## config.mk

```make
export PLATFORM = sky130hd
export DESIGN_NAME = salsa_back
export DESIGN_NICKNAME = d
export VERILOG_FILES = /design/src/sv/salsa_pkg.sv /design/src/sv/salsa_back.sv
export VERILOG_INCLUDE_DIRS = /design/src /design/src/sv
export SDC_FILE = /design/constraint.sdc
export NUM_CORES = 1
export LEC_CHECK = 0
export BUFFER_PORTS_ARGS = -buffer_cell sky130_fd_sc_hd__buf_2
export CELL_PAD_IN_SITES_DETAIL_PLACEMENT = 0
export CELL_PAD_IN_SITES_GLOBAL_PLACEMENT = 1
export CORE_AREA = 2 2 279 281
export CTS_BUF_LIST = sky130_fd_sc_hd__clkbuf_4 sky130_fd_sc_hd__clkbuf_8
export DETAILED_ROUTE_END_ITERATION = 6
export DIE_AREA = 0 0 281 283
export PLACE_DENSITY_LB_ADDON = 0.1
export SKIP_CTS_REPAIR_TIMING = 1
export SYNTH_ARGS = -nofsm -noshare
export SYNTH_HDL_FRONTEND = slang
export SYNTH_SLANG_ARGS = --single-unit
```

## constraint.sdc

```tcl
create_clock -name aclk -period 14 [get_ports aclk]
set_input_delay 1.4 -clock aclk [delete_from_list [all_inputs] [get_ports aclk]]
set_output_delay 1.4 -clock aclk [all_outputs]
set_load 0.01 [all_outputs]
```

## src/sv/salsa20_stream_cipher_core_assert.svh

```systemverilog
// assertion macros shared by salsa_core and salsa_back
// clocked on aclk, switched off while aresetn is low
`ifndef SALSA20_STREAM_CIPHER_CORE_ASSERT_SVH
`define SALSA20_STREAM_CIPHER_CORE_ASSERT_SVH

`ifndef NO_ASSERTIONS

// same-cycle implication
`define SALSA_ASSERT_IMP(lbl, ante, cons) \
    lbl: assert property (@(posedge aclk) disable iff (!aresetn) (ante) |-> (cons)) \
        else $error("assertion failed");

// next-cycle implication
`define SALSA_ASSERT_NXT(lbl, ante, cons) \
    lbl: assert property (@(posedge aclk) disable iff (!aresetn) (ante) |=> (cons)) \
        else $error("assertion failed");

`else

`define SALSA_ASSERT_IMP(lbl, ante, cons)
`define SALSA_ASSERT_NXT(lbl, ante, cons)

`endif

`endif

```

## src/sv/salsa_pkg.sv

```systemverilog
package salsa_pkg;

    localparam int WordW   = 32;
    localparam int NumRegs = 5;
    localparam int CfgW    = 64;
    localparam int CtrW    = 64;
    localparam int NumWords = 16;
    // 10 double rounds, 4 half steps each
    localparam int LastStep = 40;
    localparam int StepW    = 6;

    typedef logic [WordW-1:0] word_t;
    typedef logic [3:0]       pos_t;
    typedef logic [CtrW-1:0]  ctr_t;
    typedef logic [2:0]       reg_idx_t;
    typedef logic [StepW-1:0] step_t;

    typedef logic [NumRegs-1:0][CfgW-1:0] cfg_t;
    typedef word_t [NumWords-1:0]         block_t;

    // register indexes of the configuration port
    localparam reg_idx_t REG_KEY01 = 3'd0;
    localparam reg_idx_t REG_KEY23 = 3'd1;
    localparam reg_idx_t REG_KEY45 = 3'd2;
    localparam reg_idx_t REG_KEY67 = 3'd3;
    localparam reg_idx_t REG_NONCE = 3'd4;

    // expansion constants, as supplied before the byte swap
    localparam word_t SIGMA0 = 32'h6578_7061;
    localparam word_t SIGMA1 = 32'h6E64_2033;
    localparam word_t SIGMA2 = 32'h322D_6279;
    localparam word_t SIGMA3 = 32'h7465_206B;

    // quarter round word indexes a, b, c, d: column round then row round
    localparam pos_t QR_IDX [2][4][4] = '{
        '{ '{4'd0,  4'd4,  4'd8,  4'd12},
           '{4'd5,  4'd9,  4'd13, 4'd1 },
           '{4'd10, 4'd14, 4'd2,  4'd6 },
           '{4'd15, 4'd3,  4'd7,  4'd11} },
        '{ '{4'd0,  4'd1,  4'd2,  4'd3 },
           '{4'd5,  4'd6,  4'd7,  4'd4 },
           '{4'd10, 4'd11, 4'd8,  4'd9 },
           '{4'd15, 4'd12, 4'd13, 4'd14} }
    };

    // queued item: message word and what the back end must do with it
    typedef struct packed {
        word_t msg;
        logic  new_block;
        logic  restart;
    } item_t;

    // back end to round core
    typedef struct packed {
        logic start;
        logic abort;
        logic take;
        ctr_t ctr;
    } core_ctl_t;

    // round core to back end
    typedef struct packed {
        logic busy;
        logic valid;
        ctr_t ctr;
    } core_stat_t;

    function automatic word_t bswap32(word_t w);
        return {w[7:0], w[15:8], w[23:16], w[31:24]};
    endfunction

    function automatic word_t rotl(word_t v, int unsigned r);
        return (v << r) | (v >> (WordW - r));
    endfunction

    // starting state of one block
    function automatic block_t init_state(cfg_t cfg, ctr_t ctr);
        block_t s;
        s[0]  = bswap32(SIGMA0);
        s[5]  = bswap32(SIGMA1);
        s[10] = bswap32(SIGMA2);
        s[15] = bswap32(SIGMA3);
        s[1]  = bswap32(cfg[REG_KEY01][31:0]);
        s[2]  = bswap32(cfg[REG_KEY01][63:32]);
        s[3]  = bswap32(cfg[REG_KEY23][31:0]);
        s[4]  = bswap32(cfg[REG_KEY23][63:32]);
        s[11] = bswap32(cfg[REG_KEY45][31:0]);
        s[12] = bswap32(cfg[REG_KEY45][63:32]);
        s[13] = bswap32(cfg[REG_KEY67][31:0]);
        s[14] = bswap32(cfg[REG_KEY67][63:32]);
        s[6]  = bswap32(cfg[REG_NONCE][31:0]);
        s[7]  = bswap32(cfg[REG_NONCE][63:32]);
        s[8]  = ctr[31:0];
        s[9]  = ctr[63:32];
        return s;
    endfunction

endpackage

```

## src/sv/salsa_back.sv

```systemverilog
module salsa_back (
    input  logic                  aclk,
    input  logic                  aresetn,
    input  salsa_pkg::item_t      head,
    input  logic                  head_valid,
    output logic                  head_pop,
    input  salsa_pkg::core_stat_t core_stat,
    input  salsa_pkg::block_t     core_ks,
    output salsa_pkg::core_ctl_t  core_ctl,
    input  logic                  cfg_wr,
    output logic                  m_tvalid,
    input  logic                  m_tready,
    output logic [31:0]           m_tdata    // out_word
);
    import salsa_pkg::*;
    `include "salsa20_stream_cipher_core_assert.svh"

    block_t ks_reg;
    pos_t   pos_reg;
    ctr_t   ctr_reg;
    logic   out_valid_reg;
    word_t  out_data_reg;
    ctr_t   need_ctr;
    logic   res_match;
    logic   stale;
    logic   out_free;
    logic   fire;
    word_t  ks_word;

    assign m_tvalid = out_valid_reg;
    assign m_tdata  = out_data_reg;

    // which block the head beat needs and whether the core holds it
    always_comb begin
        need_ctr  = head.restart ? '0 : ctr_reg;
        res_match = core_stat.valid && (core_stat.ctr == need_ctr);
        stale     = head_valid && head.new_block && core_stat.valid && !res_match;
        out_free  = !out_valid_reg || m_tready;
        fire      = head_valid && out_free && (!head.new_block || res_match);
        ks_word   = head.new_block ? core_ks[0] : ks_reg[pos_reg];
        head_pop  = fire;
    end

    // round core control: prefetch the next block whenever the core is free and no configuration write is in progress
    always_comb begin
        core_ctl.abort = cfg_wr;
        core_ctl.take  = (fire && head.new_block) || stale;
        core_ctl.start = !core_stat.busy && !core_stat.valid && !cfg_wr;
        core_ctl.ctr   = (head_valid && head.new_block && head.restart) ? '0 : ctr_reg;
    end

    // position, block counter and output beat valid
    always_ff @(posedge aclk) begin
        if (!aresetn) begin
            pos_reg       <= '0;
            ctr_reg       <= '0;
            out_valid_reg <= 1'b0;
        end else begin
            if (fire) begin
                out_valid_reg <= 1'b1;
                if (head.new_block) begin
                    pos_reg <= pos_t'(1);
                    ctr_reg <= need_ctr + ctr_t'(1);
                end else begin
                    pos_reg <= pos_reg + pos_t'(1);
                end
            end else if (m_tready) begin
                out_valid_reg <= 1'b0;
            end
        end
    end

    // keystream block and output word
    always_ff @(posedge aclk) begin
        if (fire) begin
            out_data_reg <= head.msg ^ ks_word;
            if (head.new_block) begin
                ks_reg <= core_ks;
            end
        end
    end

    `SALSA_ASSERT_NXT(a_pos_after_block, fire && head.new_block, pos_reg == pos_t'(1))
    `SALSA_ASSERT_NXT(a_ctr_advance, fire && head.new_block, ctr_reg == $past(need_ctr) + ctr_t'(1))

endmodule

```

==> results of run 1 <==
through the flow:
| step | cells | setup WS (ns) | utilization [%] | hold slack, ns | power, mW |
|---|---|---|---|---|---|
| after floorplan | 1684 | 0.01156 | - | 0.4747 | 2.153 |
| after global placement | 3348 | 6.560 | 41.08 | 0.5419 | 2.294 |
| after detailed placement | 3348 | 6.398 | 41.08 | 0.5656 | 2.295 |
| after CTS | 3537 | 7.192 | 43.74 | 0.5509 | 3.898 |
| after global routing | 3546 | 6.769 | 43.77 | 0.5945 | 3.992 |
| final | 3560 | 7.236 | 43.81 | 0.5653 | 3.843 |
worst min path at each step:
stage	start	endpoint	slack, ns	cells after the start
floorplan	ctr_reg[37]$_SDFFE_PN0P_	ctr_reg[37]$_SDFFE_PN0P_	0.47	2
global placement	ctr_reg[37]$_SDFFE_PN0P_	ctr_reg[37]$_SDFFE_PN0P_	0.54	2
detailed placement	ctr_reg[37]$_SDFFE_PN0P_	ctr_reg[37]$_SDFFE_PN0P_	0.57	2
CTS	ctr_reg[27]$_SDFFE_PN0P_	ctr_reg[29]$_SDFFE_PN0P_	0.55	2
global route	ctr_reg[37]$_SDFFE_PN0P_	ctr_reg[37]$_SDFFE_PN0P_	0.59	2
finish	ctr_reg[27]$_SDFFE_PN0P_	ctr_reg[29]$_SDFFE_PN0P_	0.57	2
critical path, stage by stage:
cell,delay (ns)
buf_4,0.26
buf_4,0.43
buf_4,0.68
o21ai_0,0.18
o21ai_0,0.23
nand3_1,0.18
or4_1,0.55
or3_4,0.57
inv_8,0.73
buf_4,0.76
buf_4,0.92
power breakdown:
part	switching (mW)	leakage (nW)	total, mW	internal, mW
registers	0.00562	5.46	2.00	2.00
clock network	0.761	1.08	1.59	0.828
logic	0.120	5.35	0.251	0.131
total	0.886	11.9	3.84	2.96
layer usage:
metal | GRT usage [%] | wire [microns]
met1 | 28.03 | 35650
met2 | 42.87 | 50020
met3 | 6.646 | 7348
met4 | 6.471 | 2406
met5 | 0 | 274
Yosys cell counts (5+ instances only):
cell type	number	share of area, %
a31oi_1	24	0.56
nor4_1	19	0.44
nand3_1	40	0.74
nor2_1	76	1.1
dfxtp_1	69	5.1
o211ai_1	22	0.61
mux4_2	160	13
or4_1	19	0.53
nor2b_1	24	0.56
or3_1	15	0.35
and3_1	13	0.30
nand2b_1	31	0.72
and2_1	69	1.6
a21oi_1	41	0.76
xnor2_1	49	1.6
o221a_2	9	0.38
nand4_1	33	0.77
nand2_1	45	0.63
o21ai_0	61	1.1
nor3_1	15	0.28
and3b_1	5	0.16
a32oi_1	5	0.16
nor4bb_1	7	0.26
inv_1	25	0.35
mux2i_1	34	1.3
o21a_1	6	0.17
clkbuf_1	75	1.0
buf_2	16	0.30
edfxtp_1	544	61
nand3b_1	8	0.22
a22oi_1	8	0.22
o41ai_1	11	0.36
buf_1	16	0.22
nor4b_1	7	0.23
cells by family (layout without fill, tap and decap cells):
family,count (synthesis),in the layout,synth area share (%)
mux,194,194,14.66
fa+ha+maj,2,2,0.09299
other cells,0,23,0
simple gates,460,460,10.06
flops,613,613,65.85
xor+xnor,50,50,1.628
buf+inv,141,954,2.190
compound gates,224,224,5.525
final cells by class:
| cell class | count | share of cell area (%) |
|---|---|---|
| Clock buffer | 142 | 5.146 |
| Tap cell | 1040 | 3.872 |
| Timing Repair Buffer | 739 | 11.18 |
| Antenna cell | 23 | 0.1713 |
| Inverter | 26 | 0.3128 |
| Clock inverter | 47 | 0.9271 |
| Sequential cell | 613 | 52.76 |
| Multi-Input combinational cell | 930 | 25.63 |
==> impl_metrics.toml, run 1 <==
[hold_path]
hold_path_class = "flip-flop to flip-flop"

[floorplan]
rows = 102
die_h_microns = 283
die_area_sq_um = 79520
io_pins = 718
start_util_pct = 35.08
core_sq_um = 76700
dieWidth_microns = 281

[layout]
final_cell_mix = "buf_2 (715), edfxtp_1 (544), mux4_2 (160)"
fillers = 7056
drive_above_1_share_pct = 43.85
fin_nets = 3034
multiInputGateArea_sq_um = 8612
largest_reg_flops = 512
seqCellArea_sq_um = 17730
layout.cells.most_common = "buf_2"
fin_area_sq_um = 33600
area_growth_pct = 24.90

[yosys]
synth_warnings = 0
synthesis.nets = 2303
syn_area_sq_um = 26910
avgSynthCellArea_sq_um = 15.98
synth_edf_count = 544
netlist_instances = 1684
ys.flop_type = "edfxtp_1"
yosys_register_bits = 613
ys_seq_area_share_pct = 65.85
async_flop_share_pct = 0
synth.distinct_cells = 80

[cts]
numCtsBuffers = 105
cts_sinks = 613
htree_levels = 3
cts_tree = "done"
cts.reportedPaths.clkPinSlew_ns = 0.06
cts.path.max_buffers = 3
root_buffer = "clkbuf_8"
insertion_delay_ns = 0.73

[global_route]
grt_pass1_wl_mm = 136.5
grt_pass1_vias = 19237
grt_overflow = 0
antenna_found_initial = 76
grt_max_degree = 153
grt_use_total_pct = 23.96

[timing]
setup_violations = 0
fin_crit_sh_pct = 48.31
relSlewSlack_pct = 23.01
fin_crit_ns = 6.764
max_freq_mhz = 147.8
fin_skew_ns = 0.07671
worst_slew_pin_slew_ns = 1.155
hold_violations = 0
rsz0062_at_grt = "no"
setup_tns_ns = 0
maxSlewViolCount = 0

[detailed_routing]
ant_nets = 0
remaining_drc_errors = 0
num_vias = 18576
drt_wl_total_mm = 95.70
drt_first_pass_iters = 7
vias_per_cell = 5.218
drtIter0Drc = 1390
wl_per_cell_microns = 26.88

[flow_run]
cap_violations = 0

[power]
p_per_area_nw_per_um2 = 114.4
leakagePower_nw = 11.89
peakVddDrop_mv = 0.06963

[setup_path]
startpoint_type = "primary input"
timing.rr.end = "ks_reg[89]$_DFFE_PP_"
r2r_slack_ns = 8.34
reg2reg_depth = 9
crit_required_ns = 14.32
cp-end-kind = "flip-flop"
worst_ep_arrival_time_ns = 7.09
path_max_fanout = 152
worstSetupStartpoint = "head[0]"
r2r-start = "ctr_reg[44]$_SDFFE_PN0P_"
worstSetupEndpoint = "ks_reg[89]$_DFFE_PP_"
critical_path_class = "primary input to flip-flop"

[placed_design]
hpwl_mm = 71.12
portBuffers = 717
globalplace.congestion = 0.9027
dpl_cell_area_sq_um = 31510

[outcome]
status = "finished clean"
(Power assumes the default switching activity.)
==> inputs of run 2 (changes only) <==
==> constraint.sdc (replaced) <==
create_clock -name aclk -period 7.1 [get_ports aclk]
set_input_delay 0.71 -clock aclk [delete_from_list [all_inputs] [get_ports aclk]]
set_output_delay 0.71 -clock aclk [all_outputs]
set_load 0.01 [all_outputs]
==> run 2 against run 1 <==
Global-route usage shrank 0.32 points. Combinational power grew 100%. Sequential power grew 98%. Design area grew 0.45%. Clock power grew 100%. Worst setup slack lost 5.1 ns. Largest cell class unchanged. Power grew 100%. Register-to-register slack lost 5.4 ns. Clock-buffer cell count is the same. First-iteration DRC count grew 6.0%. Critical endpoint is now head_pop. Hold slack lost 0.42 ns. Clock skew shrank 0.024 ns.
==> impl_metrics.toml, run 2 (same netlist as run 1, synthesis figures left out) <==
[cts]
numCtsBuffers = 108
cts.path.max_buffers = 3
cts_tree = "done"
cts.reportedPaths.clkPinSlew_ns = 0.06
insertion_delay_ns = 0.73
htree_levels = 3
root_buffer = "clkbuf_8"
cts_sinks = 613

[detailed_routing]
num_vias = 18727
drt_wl_total_mm = 95.14
vias_per_cell = 5.252
wl_per_cell_microns = 26.68
remaining_drc_errors = 0
ant_nets = 0
drt_first_pass_iters = 5
drtIter0Drc = 1473

[floorplan]
dieWidth_microns = 281
die_h_microns = 283
io_pins = 718
rows = 102
core_sq_um = 76700
die_area_sq_um = 79520
start_util_pct = 35.08

[flow_run]
cap_violations = 0

[power]
p_switching_mw = 1.785
p_per_area_nw_per_um2 = 228.4
swShare_pct = 23.15
pwr-share-seq_pct = 51.2
leakagePower_nw = 11.95
p_int_mw = 5.926
peakVddDrop_mv = 0.1398
total_power_mw = 7.711
pwr-share-comb_pct = 6.6
clkPwrFrac_pct = 42.2

[layout]
final_core_utilization_pct = 44.01
largest_reg_flops = 512
drive_above_1_share_pct = 43.90
area_growth_pct = 25.46
layout.cells.most_common = "buf_2"
seqCellArea_sq_um = 17730
fin_area_sq_um = 33750
fin_nets = 3037
final_cell_mix = "buf_2 (715), edfxtp_1 (544), mux4_2 (160)"
final-instance-count-excl-fill = 3566
multiInputGateArea_sq_um = 8626
fillers = 7037

[timing]
fin_skew_ns = 0.05252
relSlewSlack_pct = 25.49
setup_ws_ns = 2.152
whs_ns = 0.1413
setup_tns_ns = 0
setup_violations = 0
maxSlewViolCount = 0
fin_crit_sh_pct = 69.68
hold_violations = 0
worst_slew_pin_slew_ns = 1.118
fin_crit_ns = 4.948
max_freq_mhz = 202.1
rsz0062_at_grt = "no"

[placed_design]
portBuffers = 717
hpwl_mm = 70.25
dp.cells = 3348
dpl_cell_area_sq_um = 31580
globalplace.congestion = 0.8740
post-place-ws_ns = 2.137

[global_route]
grt_pass1_vias = 19589
grt_overflow = 0
grt_use_total_pct = 23.65
grt_max_degree = 128
grt_pass1_wl_mm = 135.2
antenna_found_initial = 48

[outcome]
status = "finished clean"

[setup_path]
path_max_fanout = 48
cp-end-kind = "primary output"
startpoint_type = "primary input"
crit_required_ns = 6.39
worst_ep_arrival_time_ns = 4.24
critical_path_class = "primary input to primary output"

[hold_path]
hold_path_class = "primary input to flip-flop"
## run 2: changes by cell type in the layout (fill, tap and decap cells not counted), sizes merged
cell / before / now
diode: 23 / 18
clkinvlp: 1 / 2
clkinv: 42 / 48
inv: 29 / 31
bufinv: 1 / 3
## run 2: path summary, 6_finish.rpt
path | cells past startpoint | slack, ns | end | startpoint
setup / recovery | 11 | 2.15 | head_pop | head[0]
hold / removal | 1 | 0.14 | ks_reg[488]$_DFFE_PP_ | core_ks[488]
setup reg to reg | 8 | 2.96 | ks_reg[9]$_DFFE_PP_ | ctr_reg[59]$_SDFFE_PN0P_
hold reg to reg | 2 | 0.56 | ctr_reg[40]$_SDFFE_PN0P_ | ctr_reg[40]$_SDFFE_PN0P_
## run 2: final cells by class
type,instances,area share [%]
well taps,1040,3.855
diodes,18,0.1334
multi-input cells,930,25.55
clock inverters,58,1.153
inverters,26,0.3002
repair buffers,739,11.32
clock buffers,142,5.160
flip-flops and latches,613,52.52
## run 2: metal layers
layer	routed length (microns)	share of wire, %	vias to the layer above	track usage, %
met5	255	0.27	-	0
met4	2871	3.0	38	8.289
met3	6055	6.4	211	5.302
met2	49470	52	804	41.41
met1	36480	38	9391	28.51
li1	-	-	8283	-
## run 2: power by group through the flow
stage          registers, mW  logic, mW  clock network [mW]
2_1_floorplan           4.03      0.223                   0
3_3_place_gp            4.02      0.517                   0
3_5_place_dp            4.02      0.519                   0
4_1_cts                 3.95      0.520                3.35
5_1_grt                 3.95      0.551                3.49
6_report                3.95      0.510                3.25
## run 2: critical path, cell delays in order
cell and delay (ns):
buf_4 0.26, inv_1 0.82, nand4_1 0.23, a32oi_1 0.29, nand4_1 0.20, nor4_1 0.37
a21boi_0 0.14, buf_4 0.18, nor2_4 0.06, buf_4 0.61, buf_2 0.26
