`config.mk`:
```
export PLATFORM = sky130hd
export DESIGN_NAME = salsa_front
export DESIGN_NICKNAME = d
export VERILOG_FILES = /design/src/sv/salsa20_stream_cipher_core_assert.svh /design/src/sv/salsa_pkg.sv /design/src/sv/salsa_front.sv
export SDC_FILE = /design/constraint.sdc
export NUM_CORES = 1
export LEC_CHECK = 0
export ABC_AREA = 1
export BUFFER_PORTS_ARGS = -buffer_cell sky130_fd_sc_hd__buf_2
export CAP_MARGIN = 30
export CORE_MARGIN = 4
export CORE_UTILIZATION = 50
export CTS_CLUSTER_DIAMETER = 30
export DETAILED_ROUTE_END_ITERATION = 7
export PLACE_DENSITY_LB_ADDON = 0.25
export SLEW_MARGIN = 20
export SYNTH_ARGS = -nofsm -noshare
export SYNTH_HDL_FRONTEND = slang
export SYNTH_SLANG_ARGS = --single-unit
```
`constraint.sdc`:
```
create_clock -name aclk -period 7.2 [get_ports aclk]
set_clock_uncertainty 0.15 [all_clocks]
set_input_delay 0.36 -clock aclk [delete_from_list [all_inputs] [get_ports aclk]]
set_output_delay 0.36 -clock aclk [all_outputs]
set_load 0.02 [all_outputs]
```
`src/sv/salsa20_stream_cipher_core_assert.svh`:
```
// assertion macros shared by salsa_core and salsa_back
// clocked on aclk, switched off while aresetn is low
`ifndef SALSA20_STREAM_CIPHER_CORE_ASSERT_SVH
`define SALSA20_STREAM_CIPHER_CORE_ASSERT_SVH

`ifndef NO_ASSERTIONS

// same-cycle implication
`define SALSA_ASSERT_IMP(lbl, ante, cons) \
    lbl: assert property (@(posedge aclk) disable iff (!aresetn) (ante) |-> (cons)) \
        else $error("assertion failed");

// next-cycle implication
`define SALSA_ASSERT_NXT(lbl, ante, cons) \
    lbl: assert property (@(posedge aclk) disable iff (!aresetn) (ante) |=> (cons)) \
        else $error("assertion failed");

`else

`define SALSA_ASSERT_IMP(lbl, ante, cons)
`define SALSA_ASSERT_NXT(lbl, ante, cons)

`endif

`endif

```
`src/sv/salsa_pkg.sv`:
```
package salsa_pkg;

    localparam int WordW   = 32;
    localparam int NumRegs = 5;
    localparam int CfgW    = 64;
    localparam int CtrW    = 64;
    localparam int NumWords = 16;
    // 10 double rounds, 4 half steps each
    localparam int LastStep = 40;
    localparam int StepW    = 6;

    typedef logic [WordW-1:0] word_t;
    typedef logic [3:0]       pos_t;
    typedef logic [CtrW-1:0]  ctr_t;
    typedef logic [2:0]       reg_idx_t;
    typedef logic [StepW-1:0] step_t;

    typedef logic [NumRegs-1:0][CfgW-1:0] cfg_t;
    typedef word_t [NumWords-1:0]         block_t;

    // register indexes of the configuration port
    localparam reg_idx_t REG_KEY01 = 3'd0;
    localparam reg_idx_t REG_KEY23 = 3'd1;
    localparam reg_idx_t REG_KEY45 = 3'd2;
    localparam reg_idx_t REG_KEY67 = 3'd3;
    localparam reg_idx_t REG_NONCE = 3'd4;

    // expansion constants, as supplied before the byte swap
    localparam word_t SIGMA0 = 32'h6578_7061;
    localparam word_t SIGMA1 = 32'h6E64_2033;
    localparam word_t SIGMA2 = 32'h322D_6279;
    localparam word_t SIGMA3 = 32'h7465_206B;

    // quarter round word indexes a, b, c, d: column round then row round
    localparam pos_t QR_IDX [2][4][4] = '{
        '{ '{4'd0,  4'd4,  4'd8,  4'd12},
           '{4'd5,  4'd9,  4'd13, 4'd1 },
           '{4'd10, 4'd14, 4'd2,  4'd6 },
           '{4'd15, 4'd3,  4'd7,  4'd11} },
        '{ '{4'd0,  4'd1,  4'd2,  4'd3 },
           '{4'd5,  4'd6,  4'd7,  4'd4 },
           '{4'd10, 4'd11, 4'd8,  4'd9 },
           '{4'd15, 4'd12, 4'd13, 4'd14} }
    };

    // queued item: message word and what the back end must do with it
    typedef struct packed {
        word_t msg;
        logic  new_block;
        logic  restart;
    } item_t;

    // back end to round core
    typedef struct packed {
        logic start;
        logic abort;
        logic take;
        ctr_t ctr;
    } core_ctl_t;

    // round core to back end
    typedef struct packed {
        logic busy;
        logic valid;
        ctr_t ctr;
    } core_stat_t;

    function automatic word_t bswap32(word_t w);
        return {w[7:0], w[15:8], w[23:16], w[31:24]};
    endfunction

    function automatic word_t rotl(word_t v, int unsigned r);
        return (v << r) | (v >> (WordW - r));
    endfunction

    // starting state of one block
    function automatic block_t init_state(cfg_t cfg, ctr_t ctr);
        block_t s;
        s[0]  = bswap32(SIGMA0);
        s[5]  = bswap32(SIGMA1);
        s[10] = bswap32(SIGMA2);
        s[15] = bswap32(SIGMA3);
        s[1]  = bswap32(cfg[REG_KEY01][31:0]);
        s[2]  = bswap32(cfg[REG_KEY01][63:32]);
        s[3]  = bswap32(cfg[REG_KEY23][31:0]);
        s[4]  = bswap32(cfg[REG_KEY23][63:32]);
        s[11] = bswap32(cfg[REG_KEY45][31:0]);
        s[12] = bswap32(cfg[REG_KEY45][63:32]);
        s[13] = bswap32(cfg[REG_KEY67][31:0]);
        s[14] = bswap32(cfg[REG_KEY67][63:32]);
        s[6]  = bswap32(cfg[REG_NONCE][31:0]);
        s[7]  = bswap32(cfg[REG_NONCE][63:32]);
        s[8]  = ctr[31:0];
        s[9]  = ctr[63:32];
        return s;
    endfunction

endpackage

```
`src/sv/salsa_front.sv`:
```
module salsa_front (
    input  logic               aclk,
    input  logic               aresetn,
    input  logic               s_tvalid,
    output logic               s_tready,
    input  logic [31:0]        s_tdata,   // message_word
    input  logic [0:0]         s_tuser,   // first_word
    output salsa_pkg::item_t   head,
    output logic               head_valid,
    input  logic               head_pop
);
    import salsa_pkg::*;

    localparam int QDepth = 4;
    localparam int QPtrW  = $clog2(QDepth);

    item_t             q_mem [QDepth];
    logic [QPtrW-1:0]  wr_ptr_reg;
    logic [QPtrW-1:0]  rd_ptr_reg;
    logic [QPtrW:0]    count_reg;
    pos_t              pos_reg;
    pos_t              pos_next;
    logic              push;
    item_t             in_item;

    assign s_tready   = (count_reg != (QPtrW+1)'(QDepth));
    assign push       = s_tvalid && s_tready;
    assign head_valid = (count_reg != '0);
    assign head       = q_mem[rd_ptr_reg];

    // classify the beat: first word or block boundary needs a fresh block
    always_comb begin
        in_item.msg       = s_tdata;
        in_item.restart   = s_tuser[0];
        in_item.new_block = s_tuser[0] || (pos_reg == '0);
        pos_next          = s_tuser[0] ? pos_t'(1) : pos_reg + pos_t'(1);
    end

    // queue pointers and word position
    always_ff @(posedge aclk) begin
        if (!aresetn) begin
            wr_ptr_reg <= '0;
            rd_ptr_reg <= '0;
            count_reg  <= '0;
            pos_reg    <= '0;
        end else begin
            if (push) begin
                wr_ptr_reg <= wr_ptr_reg + 1'b1;
                pos_reg    <= pos_next;
            end
            if (head_pop) begin
                rd_ptr_reg <= rd_ptr_reg + 1'b1;
            end
            count_reg <= count_reg + (QPtrW+1)'(push) - (QPtrW+1)'(head_pop);
        end
    end

    // queue storage
    always_ff @(posedge aclk) begin
        if (push) begin
            q_mem[wr_ptr_reg] <= in_item;
        end
    end

endmodule

```
==> results of run 1 <==
-- cells in the mapped netlist --
master / n
a21oi_1: 1
buf_12: 2
buf_2: 12
buf_6: 3
buf_8: 1
clkbuf_1: 2
clkbuf_2: 2
dfxtp_1: 13
edfxtp_1: 136
fa_1: 1
ha_1: 8
inv_1: 20
inv_2: 2
inv_6: 1
nand2_1: 13
nand2_2: 1
nand2_4: 1
nand3_1: 3
nand3_4: 1
nand4_1: 2
nor2_1: 63
nor2_2: 21
nor3_1: 2
o21a_1: 1
o21ai_0: 65
o21ai_1: 6
o21ai_2: 4
o22ai_1: 14
o22ai_2: 20
-- critical path, cell delays in order (launching register included) --
cell	delay [ps]
dfxtp_2	310
buf_4	540
inv_6	370
o21ai_0	320
o22ai_2	100
buf_2	170
-- where the power goes --
| part | switching, W | leakage, nW | internal (W) | total [W] |
|---|---|---|---|---|
| registers | 0.0000290 | 1.35 | 0.00106 | 0.00109 |
| clock network | 0.000327 | 0.277 | 0.000575 | 0.000902 |
| logic | 0.000263 | 1.01 | 0.000133 | 0.000396 |
-- cells by family after synthesis --
family	Yosys count	share of synthesized area
adders and majority gates	9	0.0202
AOI/OAI and AO/OA	111	0.124
DFF	149	0.730
buffers and inverters	45	0.0433
and+or+nand+nor	107	0.0822
-- cells in the final DEF (no fill, tap or decap), drive strengths merged, types with 6 or more instances in the layout --
cell         synthesis  layout
nand2               15      15
o22ai               34      34
nor2                84      84
dlygate4sd3          0      28
clkinvlp             0       6
buf                 18      78
o21ai               75      75
inv                 23      23
ha                   8       8
edfxtp             136     136
clkbuf               4      18
dfxtp               13      13
-- area by class of cell --
| class | instances | area [sq um] | area share |
|---|---|---|---|
| inverters | 23 | 91.3 | 0.0125 |
| clock buffers | 18 | 429 | 0.0586 |
| multi-input cells | 227 | 1380 | 0.188 |
| repair buffers | 106 | 718 | 0.0980 |
| clock inverters | 14 | 185 | 0.0253 |
| flip-flops and latches | 149 | 4350 | 0.593 |
| well taps | 143 | 179 | 0.0244 |
-- per-layer routing --
layer,vias to the layer above,part of all wire,track usage
li1,1744,-,-
met1,1726,0.43,0.211
met2,94,0.50,0.289
met3,11,0.058,0.0530
met4,0,0.012,0.0787
met5,-,0,0
-- what timing repair did --
| item | CTS | global route |
|---|---|---|
| gates resized for setup | 0 | 0 |
| hold buffers | 27 | 1 |
| setup buffers | 0 | 0 |
| endpoints found under the hold margin | 108 | 3 |
-- worst max path at each step --
stage	depth (start not counted)	startpoint	endpoint	slack, ps
final	5	register	head[22]	4420
after detailed placement	5	register	head[24]	4850
after floorplan	5	count_reg[0]$_SDFF_PN0_	q_mem[0][0]$_DFFE_PP_	4440
after global placement	5	register	head[22]	4910
after CTS	5	register	head[22]	4390
after global routing	5	register	head[23]	4210
-- metrics by stage --
step | cell area, sq um | std cells
3_5_place_dp | 6430 | 620
4_1_cts | 7320 | 679
6_report | 7330 | 680
3_3_place_gp | 6390 | 618
2_1_floorplan | 5950 | 421
5_1_grt | 7330 | 680
==> impl_metrics.py, run 1 <==
metrics = {
    "power": {
        "power.leakage_nw": 2.64,
        "finalPower_w": 0.00239,
        "ir_drop_v": 0.000176,
        "p_per_area_mw_per_mm2": 326,
    },
    "place": {
        "routabilityCongestion": 0.735,
        "hpwlAfterDp_mm": 6.36,
        "io_buffers": 72,
        "place_ws_ps": 4850,
    },
    "grt": {
        "grt_usage": 0.174,
        "grt_overflow": 0,
        "antenna_found_initial": 0,
        "grt_pass1_vias": 3568,
        "grt_max_degree": 70,
        "grt_pass1_wl_mm": 17.4,
    },
    "worst_hold_path": {
        "min_path_cells": 1,
        "min_from": "s_tdata[21]",
        "hold_end": "q_mem[2][23]$_DFFE_PP_",
        "hp-class": "input port to register",
    },
    "critical_path": {
        "worstPathArrival_ps": 2270,
        "critPathRequiredTime_ps": 6690,
        "reg2reg_slack_ps": 5020,
        "r2r-start": "count_reg[1]$_SDFF_PN0_",
        "end_kind": "output port",
        "setup.worst_path.class": "register to output port",
        "critPathMaxFanout": 69,
        "rr_worst_depth": 9,
        "timing.rr.end": "count_reg[2]$_SDFF_PN0_",
        "worstSetupStartpointType": "register",
    },
    "cts": {
        "path_clk_slew_ps": 60,
        "cts_made_buffers": 17,
        "htree_levels": 4,
        "cts_sinks": 149,
        "cts_root_buf": "clkbuf_16",
        "cts_tree": "done",
        "clockBufferDepth": 2,
        "worstSkewPairLatency_ps": 420,
    },
    "synthesis": {
        "netlist_instances": 421,
        "synth.distinct_cells": 29,
        "seq_area_frac_synth": 0.730,
        "synth.net_count": 467,
        "synth_top_area_frac": 0.686,
        "syn_avg_cell_area_sq_um": 14.1,
        "ys_ff_latch": 149,
        "yosysWarnings": 0,
        "syn_area_sq_mm": 0.00595,
        "netlist.top_cell.by_area": "edfxtp_1",
        "synth.area.top_cells": "edfxtp_1, o21ai_0, dfxtp_1",
    },
    "route": {
        "route.detailed.drc": 0,
        "post_drt_wl_per_cell_um": 16.4,
        "vias": 3575,
        "dr.pass1.iters": 4,
        "drt-initial-drc-count": 297,
        "finalWirelength_mm": 11.1,
        "postRouteAntennaNets": 0,
        "viasPerCell": 5.26,
    },
    "sta": {
        "layout_worst_path_cycle_share": 0.386,
        "fin_crit_ps": 2780,
        "tns_ps": 0,
        "relSlewSlack": 0.539,
        "final-max-slew-violation-count": 0,
        "clock.fmax_mhz": 360,
        "rsz0062_at_grt": "false",
        "worst_slew_pin_slew_ps": 691,
        "setup_slack_ps": 4420,
        "hold_viol_final": 0,
        "whs_ps": 23.0,
        "setup_violations": 0,
    },
    "run_status": {
        "outcome": "finished clean",
    },
    "final_layout": {
        "post-route-util": 0.636,
        "drive_gt1_frac": 0.302,
        "largest_reg_flops": 136,
        "fill_cells": 849,
        "syn2layout_area_growth_pct": 23.1,
        "antennaDiodeCount": 0,
        "fin_nets": 570,
    },
    "die": {
        "placementRows": 39,
        "core-area_sq_mm": 0.0115,
        "die_h_um": 117,
        "dieArea_sq_mm": 0.0137,
        "ios": 73,
        "die_w_um": 117,
        "initial_core_util": 0.517,
    },
    "run": {
        "maxCapViolCount": 0,
    },
}
(Power assumes the default switching activity.)
==> run 2: changes to the inputs <==
ABC_AREA = 0   (was 1)
clock period = 2.3 ns   (was 7.2 ns; I/O delays follow)
==> impl_metrics.py, run 2 <==
metrics = {
    "run_status": {
        "outcome": "finished clean",
    },
    "die": {
        "core-area_sq_mm": 0.0109,
        "ios": 73,
        "dieArea_sq_mm": 0.0130,
        "placementRows": 38,
        "initial_core_util": 0.515,
        "die_w_um": 114,
        "die_h_um": 114,
    },
    "synthesis": {
        "netlist.top_cell.by_area": "edfxtp_1",
        "ys_ff_latch": 149,
        "syn_area_sq_mm": 0.00561,
        "synth_edf_count": 136,
        "ys.flop_type": "edfxtp_1",
        "syn_avg_cell_area_sq_um": 22.2,
        "synth.net_count": 299,
        "async_reset_ff_frac": 0,
        "netlist_instances": 253,
        "synth.distinct_cells": 32,
        "yosysWarnings": 0,
        "seq_area_frac_synth": 0.775,
        "synthMostInstantiatedCell": "edfxtp_1",
        "synth_top_area_frac": 0.728,
        "synthTopCellsByCount": "edfxtp_1, mux4_2, dfxtp_1",
        "synth.area.top_cells": "edfxtp_1, mux4_2, dfxtp_1",
    },
    "critical_path": {
        "critPathRequiredTime_ps": 2560,
        "cp_slowest_cell": "fa_1",
        "worstPathCellList": "nor3b_4, inv_2, nand2_1, ha_1, inv_1, ha_1, fa_1, xnor2_1, xnor2_1, and2_1",
        "setup.worst_path.class": "register to register",
        "worstSetupStartpointType": "register",
        "max_stage_delay_ps": 380,
        "critPathMaxFanout": 3,
        "end_kind": "register",
        "worstPathArrival_ps": 2440,
    },
    "grt": {
        "grt_pass1_wl_mm": 15.2,
        "grt_max_degree": 35,
        "grt_overflow": 0,
        "grt_usage": 0.159,
        "antenna_found_initial": 0,
        "grt_pass1_vias": 2977,
    },
    "final_layout": {
        "drive_gt1_frac": 0.381,
        "fin_nets": 423,
        "fill_cells": 769,
        "stdcell_area_sq_mm": 0.00705,
        "syn2layout_area_growth_pct": 25.7,
        "mostFrequentLayoutCells": "edfxtp_1, buf_2, dlygate4sd3_1",
        "antennaDiodeCount": 0,
        "final_common_cell": "edfxtp_1",
        "instances_no_fill": 528,
        "largest_reg_flops": 136,
    },
    "route": {
        "vias": 2705,
        "post_drt_wl_per_cell_um": 17.9,
        "dr.pass1.iters": 4,
        "route.detailed.drc": 0,
        "finalWirelength_mm": 9.46,
        "drt-initial-drc-count": 83,
        "postRouteAntennaNets": 0,
        "viasPerCell": 5.12,
    },
    "cts": {
        "htree_levels": 4,
        "cts_made_buffers": 17,
        "path_clk_slew_ps": 60,
        "cts_tree": "done",
        "worstSkewPairLatency_ps": 510,
        "cts_sinks": 149,
        "cts_root_buf": "clkbuf_8",
        "clockBufferDepth": 2,
    },
    "place": {
        "routabilityCongestion": 0.724,
        "placed_cell_area_sq_mm": 0.00612,
        "placed_cells": 460,
        "hpwlAfterDp_mm": 5.48,
        "io_buffers": 72,
    },
    "sta": {
        "setup_violations": 0,
        "clock.fmax_mhz": 459,
        "layout_worst_path_cycle_share": 0.948,
        "fin_crit_ps": 2180,
        "whs_ps": 199,
        "relSlewSlack": 0.382,
        "rsz0062_at_grt": "false",
        "worst_slew_pin_slew_ps": 926,
        "final-max-slew-violation-count": 0,
        "hold_viol_final": 0,
        "tns_ps": 0,
    },
    "run": {
        "maxCapViolCount": 0,
    },
    "worst_hold_path": {
        "hp-class": "input port to register",
    },
    "power": {
        "p_per_area_mw_per_mm2": 977,
        "power.leakage_nw": 2.45,
        "ir_drop_v": 0.000579,
    },
}
run 2: cell count changes after synthesis, sizes merged, moves of 3 or more:
cell    delta
and2       +3
and3       +4
buf        -9
clkbuf     -4
inv       -13
mux4      +34
nand2     -12
nor2      -78
o21ai     -71
o22ai     -34
xnor2      +3
run 2: area by class of cell:
class	count	area, sq um	share of cell area
Timing Repair Buffer	114	795	0.113
Clock buffer	19	422	0.0598
Multi-Input combinational cell	85	1150	0.164
Tap cell	140	175	0.0249
Inverter	10	40.0	0.00568
Sequential cell	149	4350	0.617
Clock inverter	11	113	0.0160
run 2: worst paths after layout:
path / start / to / slack, ps / cells after the start
setup / recovery: count_reg[2]$_SDFF_PN0_ / count_reg[2]$_SDFF_PN0_ / 120 / 10
hold / removal: s_tdata[13] / q_mem[3][15]$_DFFE_PP_ / 200 / 2
hold reg to reg: pos_reg[2]$_SDFFE_PN0P_ / pos_reg[2]$_SDFFE_PN0P_ / 360 / 2
setup reg to reg: count_reg[2]$_SDFF_PN0_ / count_reg[2]$_SDFF_PN0_ / 120 / 10
run 2: report_power, final:
part / switching (W) / leakage (nW) / internal [W] / total [W]
sequential: 0.0000801 / 1.35 / 0.00323 / 0.00331
clock: 0.000982 / 0.262 / 0.00152 / 0.00250
combinational: 0.000602 / 0.841 / 0.000472 / 0.00107
run 2: metal layers:
metal	GRT usage	share of wire	vias to the layer above	wire (um)
li1	-	-	1288	-
met1	0.201	0.43	1340	4030
met2	0.256	0.51	66	4810
met3	0.0599	0.053	11	501
met4	0.0570	0.012	0	116
met5	0	0	-	0
run 2: kinds of logic (layout without fill, tap and decap cells):
kind of cell / after synthesis / after routing / share of synthesized area
DFF: 149 / 149 / 0.775
muxes: 34 / 34 / 0.137
and+or+nand+nor: 27 / 27 / 0.0299
buffers and inverters: 19 / 154 / 0.0194
AOI/OAI and AO/OA: 11 / 11 / 0.0116
adders and majority gates: 9 / 9 / 0.0214
xor gates and xnor gates: 4 / 4 / 0.00625
run 2: critical path: cells and delay by family, from the launching register on:
family | cells | cell delay [ps]
flops | 1 | 320
simple gates | 3 | 380
fa+ha+maj | 3 | 850
xor+xnor | 2 | 270
buf+inv | 2 | 90
run 2: per-stage QoR:
| step | power [W] | util | worst slack (ps) |
|---|---|---|---|
| after floorplan | 0.00404 | - | 52.1 |
| after global placement | 0.00436 | 0.562 | 77.9 |
| after detailed placement | 0.00439 | 0.562 | 31.0 |
| after CTS | 0.00694 | 0.644 | 14.2 |
| after global routing | 0.00719 | 0.647 | 12.5 |
| final | 0.00688 | 0.647 | 120 |
run 2: repair_timing:
action,in CTS,in global routing
resized for setup,0,1
endpoints found under the setup margin,0,17
endpoints found under the hold margin,149,0
setup buffers,0,1
hold buffers,36,0
